## src/rtl/dmst_pkg.sv

```systemverilog
// dmst_pkg: shared types and constants for the direct-mapped search table
// request, response and table entry structs, request/bound codes, controller interface
// no dependencies
`default_nettype none

package dmst_pkg;

    // request codes
    localparam logic [1:0] REQ_PROBE = 2'd0;
    localparam logic [1:0] REQ_STORE = 2'd1;
    localparam logic [1:0] REQ_CLEAR = 2'd2;

    // bound codes
    localparam logic [1:0] BOUND_ALL = 2'd0;
    localparam logic [1:0] BOUND_PV  = 2'd2;

    // depth value of an empty slot and of a miss
    localparam logic signed [7:0] DEPTH_NONE = -8'sd1;

    typedef struct packed {
        logic [1:0]         req_type;
        logic [63:0]        key;
        logic signed [7:0]  search_depth;
        logic signed [15:0] eval_score;
        logic [1:0]         bound_kind;
        logic [31:0]        move_code;
    } req_t;

    typedef struct packed {
        logic               hit;
        logic signed [15:0] out_score;
        logic signed [7:0]  out_depth;
        logic [1:0]         out_bound;
        logic [31:0]        out_move;
    } rsp_t;

    typedef struct packed {
        logic [63:0]        key;
        logic signed [15:0] score;
        logic signed [7:0]  depth;
        logic [1:0]         bound;
        logic [31:0]        move;
    } entry_t;

    // controller to datapath
    typedef struct packed {
        logic capture;      // latch request, read its slot
        logic evaluate;     // compare read slot, maybe write, answer
        logic miss;         // answer an unused request code
        logic sweep_begin;  // latch clear move value
        logic sweep_write;  // clear one slot, advance index
        logic report_clear; // answer the clear request
    } dmst_cmd_t;

    // datapath to controller
    typedef struct packed {
        logic sweep_last;
    } dmst_sts_t;

endpackage

`default_nettype wire

```

## src/rtl/dmst_ctrl.sv

```systemverilog
// dmst_ctrl: controller state machine of the direct-mapped search table
// sequences lookup and clearing sweep, issues commands to dmst_datapath
// depends on dmst_pkg
`default_nettype none

module dmst_ctrl
    import dmst_pkg::*;
(
    input  wire logic      clk,
    input  wire logic      rst_n,
    input  wire logic      start,
    input  wire logic [1:0] req_type,
    input  wire dmst_sts_t sts,
    output dmst_cmd_t      cmd,
    output logic           busy
);

    localparam logic [1:0] ST_IDLE   = 2'd0;
    localparam logic [1:0] ST_LOOKUP = 2'd1;
    localparam logic [1:0] ST_SWEEP  = 2'd2;

    logic [1:0] state_reg;
    logic [1:0] state_next;
    logic       report_reg;
    logic       report_next;
    logic       accept;

    assign busy   = (state_reg != ST_IDLE);
    assign accept = start && !busy;

    always_comb
    begin
        state_next  = state_reg;
        report_next = report_reg;
        cmd         = '0;
        unique case (state_reg)
            ST_IDLE:
            begin
                if (accept)
                begin
                    unique case (req_type) inside
                        REQ_PROBE, REQ_STORE:
                        begin
                            cmd.capture = 1'b1;
                            state_next  = ST_LOOKUP;
                        end
                        REQ_CLEAR:
                        begin
                            cmd.sweep_begin = 1'b1;
                            report_next     = 1'b1;
                            state_next      = ST_SWEEP;
                        end
                        default:
                        begin
                            cmd.miss = 1'b1;
                        end
                    endcase
                end
            end
            ST_LOOKUP:
            begin
                cmd.evaluate = 1'b1;
                state_next   = ST_IDLE;
            end
            ST_SWEEP:
            begin
                cmd.sweep_write = 1'b1;
                if (sts.sweep_last)
                begin
                    cmd.report_clear = report_reg;
                    report_next      = 1'b0;
                    state_next       = ST_IDLE;
                end
            end
            default:
            begin
                state_next = ST_IDLE;
            end
        endcase
    end

    // reset starts with a silent clearing sweep
    always_ff @(posedge clk or negedge rst_n)
    begin
        if (!rst_n)
        begin
            state_reg  <= ST_SWEEP;
            report_reg <= 1'b0;
        end
        else
        begin
            state_reg  <= state_next;
            report_reg <= report_next;
        end
    end

    a_lookup_one_cycle: assert property (@(posedge clk) disable iff (!rst_n)
        state_reg == ST_LOOKUP |=> state_reg == ST_IDLE)
        else $error("lookup state lasted more than one cycle");

    a_lookup_after_capture: assert property (@(posedge clk) disable iff (!rst_n)
        state_reg == ST_LOOKUP |-> $past(cmd.capture))
        else $error("lookup without a captured request");

    a_single_command: assert property (@(posedge clk) disable iff (!rst_n)
        $onehot0({cmd.capture, cmd.evaluate, cmd.miss, cmd.sweep_begin, cmd.sweep_write}))
        else $error("conflicting datapath commands");

endmodule

`default_nettype wire

```

## config.mk

```make
export PLATFORM = sky130hd
export DESIGN_NAME = dmst_ctrl
export DESIGN_NICKNAME = d
export VERILOG_FILES = /design/src/rtl/dmst_pkg.sv /design/src/rtl/dmst_ctrl.sv
export SDC_FILE = /design/constraint.sdc
export NUM_CORES = 1
export LEC_CHECK = 0
export BUFFER_PORTS_ARGS = -buffer_cell sky130_fd_sc_hd__buf_2
export CAP_MARGIN = 40
export CORE_AREA = 4 4 41 43
export CTS_CLUSTER_SIZE = 28
export DETAILED_ROUTE_END_ITERATION = 10
export DIE_AREA = 0 0 45 47
export GPL_ROUTABILITY_DRIVEN = 0
export PLACE_DENSITY_LB_ADDON = 0.2
export SYNTH_ARGS = -nofsm -noshare
export SYNTH_HDL_FRONTEND = slang
export SYNTH_SLANG_ARGS = --single-unit
```

## constraint.sdc

```tcl
create_clock -name clk -period 1.3 [get_ports clk]
set_input_delay 0.26 -clock clk [delete_from_list [all_inputs] [get_ports clk]]
set_output_delay 0.26 -clock clk [all_outputs]
set_load 0.03 [all_outputs]
```

==> key figures, run 1 <==
Detailed routing
  • Detail Route Antenna Nets: 0
  • Routed via count: 191
  • 1st-iter DRT viols: 0
  • Vias/cell: 3.745
  • Post-Route WL: 536 µm
  • DRC: 0
  • DRT Pass-1 Iters: 1
  • WL/cell: 10.51 µm

Timing
  • Hold slack: 0.2265 ns
  • RSZ-0062 raised after global routing: true
  • Worst-margin pin slew: 0.2056 ns
  • Relative slew slack: 86.26%
  • Final setup TNS: -0.8213 ns
  • Fin. Hold Viols: 0
  • Final setup margin: -0.1972 ns
  • Final worst path period share: 115.2%
  • Max Slew Vio Count: 0
  • Fmax: 0.6679 GHz
  • Setup violators final: 7
  • Fin Clk Skew: 0.001199 ns
  • Tmin final: 1.497 ns

Cells and area
  • Share of cells above drive strength 1: 66.67%
  • Final nets: 43
  • Commonest non-fill, non-tap cell in the layout: buf_6
  • Final Util: 29.52%
  • Number of diodes: 0
  • Most frequent cells in the layout: buf_6 (6), buf_2 (5), clkbuf_4 (3), buf_4 (3)
  • Max reg flops: 2
  • P&R area growth vs syn: 120.9%

Setup path
  • Worst path max stage delay: 0.55 ns
  • Worst path slowest cell: dfstp_2
  • CP Capture Type: primary output
  • Critical-path cell list: nor2b_4 -> and3_4 -> buf_6
  • Max FO, Critical Path: 5
  • WP data required: 1.04 ns
  • Critical path class: flip-flop to primary output
  • WP data arrival: 1.24 ns
  • CP startpoint kind: flip-flop
  • Worst R2R Path Depth: 3

Die
  • Starting density of the core: 13.37%
  • Num ports: 13
  • Die Ht: 47 µm
  • CORE AREA: 0.001301 mm²
  • Total die area: 0.002115 mm²
  • Die X: 45 µm
  • Rows: 13

Global route
  • First-pass GRT wire length: 752 µm
  • Vias in the first global route: 200
  • GRT Util Overall: 5.384%
  • Initial antenna violation count: 0
  • Grt total ovfl: 0
  • Largest net degree at the start of global routing: 6

Pwr
  • Worst ir drop on vdd: 0.3929 mV
  • Sw frac: 29.13%
  • Net Switching: 0.0001211 W
  • Clock power frac: 38.4%
  • Power per cell area: 1082 mW/mm²
  • Internal power: 0.0002946 W
  • Pleak: 0.1760 nW
  • Gate power share: 33.1%
  • Sequential Power Share: 28.5%

Yosys
  • Synth warnings: 0
  • Synthesized flop and latch total: 3
  • Cell variety after synth: 12
  • Post-Syn Area: 173.9 µm²
  • Syn avg cell area: 10.23 µm²
  • Post-synthesis net count: 23
  • Area share of the largest cell type after synthesis: 28.78%
  • Top post-synthesis cells by area: dfrtp_1 (29%), dfstp_2 (15%), o2bb2ai_1 (10%)
  • Register area share after synthesis: 43.88%
  • Cells after synthesis: 17
  • Top cell type by total area after synthesis: dfrtp_1

Flow run
  • Max-Cap Viols: 0

Min path
  • Hold Crit Class: input port to flip-flop
  • Worst Hold Depth: 2

Clock tree
  • CTS Buf Count: 3
  • Reg clk slew, reported paths: 0.04 ns
  • Root Driver: clkbuf_4
  • # Post-CTS Setup Buffers: 0
  • H-tree Lvls: 1
  • Clock buffer depth: 2
  • Clk_lat worst skew: 0.23 ns
  • TritonCTS Sinks: 3
  • CTS tree: built

Outcome
  • Failing checks: setup timing
  • Status: finished with violations

Placement
  • Port buffer count: 12
  • DP HPWL: 438.6 µm
[synthesized netlist by cell type]
cell       instances
o2bb2ai_1          2
and2b_1            1
or2_4              1
inv_1              2
nor3b_1            2
nand4bb_1          1
nand3b_1           1
nor2_1             2
dfstp_2            1
and3_1             1
nor2b_2            1
dfrtp_1            2
[critical path, delay by kind of cell (launching register included)]
family / cells / cell delay [ns]
buffers and inverters: 1 / 0.13
DFF: 1 / 0.55
and+or+nand+nor: 2 / 0.33
[through the flow]
stage | cell area [µm²] | cells | total power [W] | worst slack (ns)
2_1_floorplan | 195.2 | 17 | 0.0001891 | -0.06009
3_3_place_gp | 289.0 | 46 | 0.0002271 | 0.0004556
6_report | 384.1 | 51 | 0.0004157 | -0.1972
5_1_grt | 384.1 | 51 | 0.0004387 | -0.2352
4_1_cts | 359.1 | 51 | 0.0004192 | -0.2059
3_5_place_dp | 289.0 | 46 | 0.0002293 | -0.01644
[final cells by class]
class                           count  area [µm²]
Clock buffer                        4       26.28
Timing Repair Buffer               15       125.1
Fill cell                         147       917.1
Inverter                            2       7.507
Multi-Input combinational cell     12       130.1
Tap cell                           15       18.77
Sequential cell                     3       76.32
[power groups by stage]
stage | registers (W) | clock network [W] | logic (W)
after floorplan | 0.000118 | 0 | 0.0000710
after CTS | 0.000118 | 0.000171 | 0.000130
after global routing | 0.000121 | 0.000171 | 0.000146
after global placement | 0.000119 | 0 | 0.000108
after detailed placement | 0.000119 | 0 | 0.000110
final | 0.000118 | 0.000160 | 0.000138
[what timing repair did]
| item | in CTS | in global routing |
|---|---|---|
| cloned | 0 | 0 |
| endpoints found under the setup margin | 7 | 7 |
| endpoints found under the hold margin | 3 | 0 |
| hold buffers | 1 | 0 |
| gates resized for setup | 11 | 5 |
| pin swaps | 2 | 0 |
[metal layers]
| metal | vias to the layer above | global-route usage (%) | part of all wire, % |
|---|---|---|---|
| met4 | 0 | 7.018 | 0 |
| met5 | - | 0 | 0 |
| li1 | 96 | - | - |
| met1 | 91 | 4.348 | 34 |
| met2 | 4 | 9.605 | 62 |
| met3 | 0 | 1.149 | 4.1 |
[worst paths after layout]
check	start	to	slack, ns
worst max-delay path	state_reg[1]$_DFFE_PN1P_	cmd[0]	-0.20
worst min-delay path	req_type[0]	state_reg[1]$_DFFE_PN1P_	0.23
worst max register to register	state_reg[1]$_DFFE_PN1P_	state_reg[1]$_DFFE_PN1P_	0.30
worst min register to register	report_reg$_DFFE_PN0P_	report_reg$_DFFE_PN0P_	0.49
max in group asynchronous	rst_n	state_reg[1]$_DFFE_PN1P_	0.76
min in group asynchronous	rst_n	state_reg[0]$_DFFE_PN0P_	0.34
[logic make-up after synthesis]
logic type | synth area share [%]
and+or+nand+nor | 41.73
DFF | 43.89
AOI/OAI and AO/OA | 10.07
buffers and inverters | 4.318
No activity file was read; power rests on OpenSTA's default activity.
==> run 2, diff against run 1 <==
- CELL_PAD_IN_SITES_DETAIL_PLACEMENT: not set -> 1
- CELL_PAD_IN_SITES_GLOBAL_PLACEMENT: not set -> 2
==> run 2 against run 1 <==
The run still ends with setup timing left; first-iteration DRC count did not move; combinational power fell by 4%; cell count rose by 2.0%; fmax fell by 0.54%; routed wire length rose by 7.5%; die area did not move; register-to-register slack got worse by 0.05 ns; largest power group unchanged.
==> key figures, run 2 (same netlist as run 1, synthesis figures left out) <==
Timing
  • Fin. Hold Viols: 0
  • Worst-margin pin slew: 0.1620 ns
  • Fmax: 0.6643 GHz
  • Hold slack: 0.2286 ns
  • Tmin final: 1.505 ns
  • Setup violators final: 7
  • Fin Clk Skew: 0.002765 ns
  • Final setup TNS: -0.9209 ns
  • Final worst path period share: 115.8%
  • Relative slew slack: 89.18%
  • RSZ-0062 raised after global routing: true
  • Final setup margin: -0.2053 ns
  • Max Slew Vio Count: 0

Detailed routing
  • Vias/cell: 3.865
  • Detail Route Antenna Nets: 0
  • DRC: 0
  • 1st-iter DRT viols: 0
  • Post-Route WL: 576 µm
  • WL/cell: 11.08 µm
  • Routed via count: 201
  • DRT Pass-1 Iters: 1

Die
  • Rows: 13
  • Die Ht: 47 µm
  • Starting density of the core: 13.37%
  • Die X: 45 µm
  • Num ports: 13
  • CORE AREA: 0.001301 mm²
  • Total die area: 0.002115 mm²

Pwr
  • Worst ir drop on vdd: 0.4479 mV
  • Power per cell area: 1111 mW/mm²
  • Pleak: 0.1778 nW

Clock tree
  • TritonCTS Sinks: 3
  • H-tree Lvls: 1
  • Clock buffer depth: 2
  • Reg clk slew, reported paths: 0.04 ns
  • Clk_lat worst skew: 0.23 ns
  • # Post-CTS Setup Buffers: 0
  • CTS tree: built
  • Root Driver: clkbuf_4
  • CTS Buf Count: 3

Cells and area
  • Most frequent cells in the layout: buf_2 (5), buf_4 (5), buf_6 (5)
  • Non-Filler Cell Area, Final: 369.1 µm²
  • P&R area growth vs syn: 112.2%
  • Max reg flops: 2
  • Share of cells above drive strength 1: 62.16%
  • Number of diodes: 0
  • Final nets: 44

Placement
  • Pre-CTS WS: -0.02583 ns
  • Port buffer count: 12
  • DP HPWL: 480.6 µm
  • Placed Area: 296.5 µm²

Setup path
  • WP data required: 1.04 ns
  • CP Capture Type: primary output
  • Critical path class: flip-flop to primary output
  • WP data arrival: 1.25 ns
  • Max FO, Critical Path: 5
  • CP startpoint kind: flip-flop

Global route
  • GRT Util Overall: 7.030%
  • Largest net degree at the start of global routing: 6
  • Vias in the first global route: 242
  • First-pass GRT wire length: 1041 µm
  • Grt total ovfl: 0
  • Initial antenna violation count: 0

Outcome
  • Failing checks: setup timing
  • Status: finished with violations

Flow run
  • Max-Cap Viols: 0

Min path
  • Hold Crit Class: input port to flip-flop
run 2: changes by cell type in the layout (fill, tap and decap cells not counted), sizes merged:
| cell | change |
|---|---|
| buf | +1 |
run 2: power breakdown:
group          internal, W  switching (W)  leakage (nW)  total (W)
registers         0.000109      0.0000108        0.0348   0.000120
clock network     0.000115      0.0000434        0.0150   0.000158
logic            0.0000674      0.0000645         0.128   0.000132
total             0.000291       0.000119         0.178   0.000410
run 2: final timing paths:
path | startpoint | end | slack (ns) | depth (start not counted)
setup / recovery | state_reg[1]$_DFFE_PN1P_ | cmd[0] | -0.21 | 3
hold / removal | req_type[0] | state_reg[1]$_DFFE_PN1P_ | 0.23 | 2
setup reg to reg | state_reg[1]$_DFFE_PN1P_ | report_reg$_DFFE_PN0P_ | 0.25 | 3
hold reg to reg | report_reg$_DFFE_PN0P_ | report_reg$_DFFE_PN0P_ | 0.50 | 1
max in group asynchronous | rst_n | state_reg[1]$_DFFE_PN1P_ | 0.75 | 2
min in group asynchronous | rst_n | state_reg[0]$_DFFE_PN0P_ | 0.36 | 2
run 2: through the flow:
stage / total power [W] / cells / utilization (%)
after CTS: 0.0004236 / 52 / 28.37
final: 0.0004100 / 52 / 28.37
after global routing: 0.0004496 / 52 / 28.37
after global placement: 0.0002316 / 47 / 22.79
after detailed placement: 0.0002348 / 47 / 22.79
after floorplan: 0.0001891 / 17 / -
run 2: layout make-up:
| type | count | area (µm²) |
|---|---|---|
| Fill cell | 156 | 932.1 |
| Timing Repair Buffer | 16 | 128.9 |
| Sequential cell | 3 | 76.32 |
| Multi-Input combinational cell | 12 | 111.4 |
| Tap cell | 15 | 18.77 |
| Inverter | 2 | 7.507 |
| Clock buffer | 4 | 26.28 |
run 2: what timing repair did:
action	4_1_cts	5_1_grt
hold buffers	1	0
endpoints found under the setup margin	7	7
pin swaps	3	0
gates resized for setup	12	0
hold endpoints to repair	3	0
run 2: critical path, stage by stage, from the launching register on:
cell	delay (ns)
dfstp_2	0.56
nor2b_4	0.16
and3_4	0.18
buf_6	0.12
run 2: metal layers:
| metal | vias to the layer above | track usage, % | share of wire, % | routed length, µm |
|---|---|---|---|---|
| met1 | 96 | 5.909 | 35 | 199 |
| met3 | 0 | 3.448 | 8.5 | 49 |
| met4 | 0 | 5.263 | 0 | 0 |
| met5 | - | 0 | 0 | 0 |
| met2 | 6 | 12.71 | 57 | 327 |
| li1 | 99 | - | - | - |
==> run 3, diff against run 2 <==
- PLACE_DENSITY: not set -> 0.55
- PLACE_DENSITY_LB_ADDON: 0.2 -> not set
==> run 3 against run 2 <==
The flow still finishes with violations (setup timing); core utilization increased by 0.58 points; clock power about the same; fmax is 1.5% higher; cell area grew 2.0%; routed wire length decreased by 10%; clock skew is 0.00073 ns lower; flip-flop and latch count is the same; highest routed layer unchanged.
==> key figures, run 3 (same netlist as run 1, synthesis figures left out) <==
Cells and area
  • Final Util: 28.94%
  • Most frequent cells in the layout: buf_4 (6), buf_2 (5), buf_6 (5)
  • Fill cells: 157
  • Non-Filler Cell Area, Final: 376.6 µm²
  • Max reg flops: 2
  • Number of diodes: 0
  • Commonest non-fill, non-tap cell in the layout: buf_4
  • P&R area growth vs syn: 116.5%
  • Final nets: 45
  • Multi-input gate area: 111.4 µm²
  • Share of cells above drive strength 1: 63.16%
  • Register area: 76.32 µm²

Pwr
  • Net Switching: 0.0001160 W
  • Gate power share: 33.2%
  • Internal power: 0.0002954 W
  • Worst ir drop on vdd: 0.4491 mV
  • Power per cell area: 1092 mW/mm²
  • Pleak: 0.1829 nW
  • Clock power frac: 38.1%
  • Sw frac: 28.20%
  • Sequential Power Share: 28.7%

Setup path
  • WP buf/inv: 1
  • Critical path class: flip-flop to primary output
  • Critical-path cell list: nor2b_4 -> and3_4 -> buf_6
  • CP Capture Type: primary output
  • Max FO, Critical Path: 5
  • WP data required: 1.04 ns
  • Worst path max stage delay: 0.55 ns
  • WP data arrival: 1.22 ns
  • Worst path slowest cell: dfstp_2
  • CP delay by family, top: flip-flops
  • CP startpoint kind: flip-flop

Die
  • Starting density of the core: 13.37%
  • Die Ht: 47 µm
  • Total die area: 0.002115 mm²
  • CORE AREA: 0.001301 mm²
  • Rows: 13
  • Num ports: 13
  • Die X: 45 µm

Clock tree
  • Reg clk slew, reported paths: 0.03 ns
  • CTS Buf Count: 3
  • H-tree Lvls: 1
  • Clk_lat worst skew: 0.23 ns
  • TritonCTS Sinks: 3
  • Clock buffer depth: 2
  • CTS tree: built
  • Root Driver: clkbuf_4

Global route
  • Vias in the first global route: 225
  • Largest net degree at the start of global routing: 6
  • GRT Util Overall: 6.013%
  • First-pass GRT wire length: 828 µm
  • Initial antenna violation count: 0
  • Grt total ovfl: 0

Timing
  • RSZ-0062 raised after global routing: true
  • Setup violators final: 7
  • Fmax: 0.6741 GHz
  • Max Slew Vio Count: 0
  • Worst-margin pin slew: 0.1726 ns
  • Final setup TNS: -0.8908 ns
  • Final setup margin: -0.1835 ns
  • Final worst path period share: 114.1%
  • Fin. Hold Viols: 0
  • Relative slew slack: 88.47%
  • Tmin final: 1.483 ns
  • Fin Clk Skew: 0.002033 ns
  • Hold slack: 0.2302 ns

Detailed routing
  • DRT Pass-1 Iters: 2
  • Vias/cell: 3.811
  • 1st-iter DRT viols: 2
  • Routed via count: 202
  • WL/cell: 9.755 µm
  • DRC: 0
  • Post-Route WL: 517 µm
  • Detail Route Antenna Nets: 0

Flow run
  • Max-Cap Viols: 0

Outcome
  • Failing checks: setup timing
  • Status: finished with violations

Placement
  • DP HPWL: 432.4 µm
  • Pre-CTS WS: -0.01218 ns
  • Placed Area: 296.5 µm²
  • Port buffer count: 12

Min path
  • Hold Crit Class: input port to flip-flop
run 3: cell types whose count changed in the layout (fill, tap and decap cells not counted), sizes merged:
cell  change
buf       +1
run 3: worst reg2reg max path: cells and delay by family, from the launching register on:
family | cells | cell delay (ns)
flops | 1 | 0.39
simple gates | 2 | 0.46
buf+inv | 1 | 0.14
run 3: power groups by stage:
stage,Clock (W),Sequential (W),Combinational (W)
4_1_cts,0.000166,0.000118,0.000128
5_1_grt,0.000174,0.000120,0.000146
3_5_place_dp,0,0.000119,0.000113
2_1_floorplan,0,0.000118,0.0000710
3_3_place_gp,0,0.000118,0.000112
6_report,0.000157,0.000118,0.000137
run 3: cell type report:
type                            instances  area share (%)
Inverter                                2           1.993
Tap cell                               15           4.983
Clock buffer                            4           6.977
Multi-Input combinational cell         12           29.57
Timing Repair Buffer                   17           36.21
Sequential cell                         3           20.27
run 3: final timing paths:
path | startpoint | end | slack, ns | depth (start not counted)
max in group asynchronous | rst_n | state_reg[1]$_DFFE_PN1P_ | 0.75 | 2
setup reg to reg | state_reg[0]$_DFFE_PN0P_ | state_reg[0]$_DFFE_PN0P_ | 0.21 | 3
hold reg to reg | report_reg$_DFFE_PN0P_ | report_reg$_DFFE_PN0P_ | 0.49 | 1
setup / recovery | state_reg[1]$_DFFE_PN1P_ | cmd[0] | -0.18 | 3
hold / removal | req_type[0] | state_reg[1]$_DFFE_PN1P_ | 0.23 | 2
min in group asynchronous | rst_n | report_reg$_DFFE_PN0P_ | 0.35 | 2
run 3: routing by layer:
layer | GRT usage, % | part of all wire [%]
met2 | 11.02 | 65
met4 | 8.772 | 0
met1 | 4.110 | 31
met3 | 1.533 | 4.3
met5 | 0 | 0
run 3: repair_timing:
action / 4_1_cts / 5_1_grt
hold buffers: 1 / 0
buffers inserted: 0 / 1
setup endpoints to repair: 7 / 7
gates resized for setup: 10 / 3
hold endpoints to repair: 3 / 0
pin swaps: 1 / 2
run 3: through the flow:
| step | power (W) | cells |
|---|---|---|
| floorplan | 0.0001891 | 17 |
| global placement | 0.0002305 | 47 |
| detailed placement | 0.0002315 | 47 |
| CTS | 0.0004123 | 52 |
| global route | 0.0004393 | 53 |
| finish | 0.0004114 | 53 |
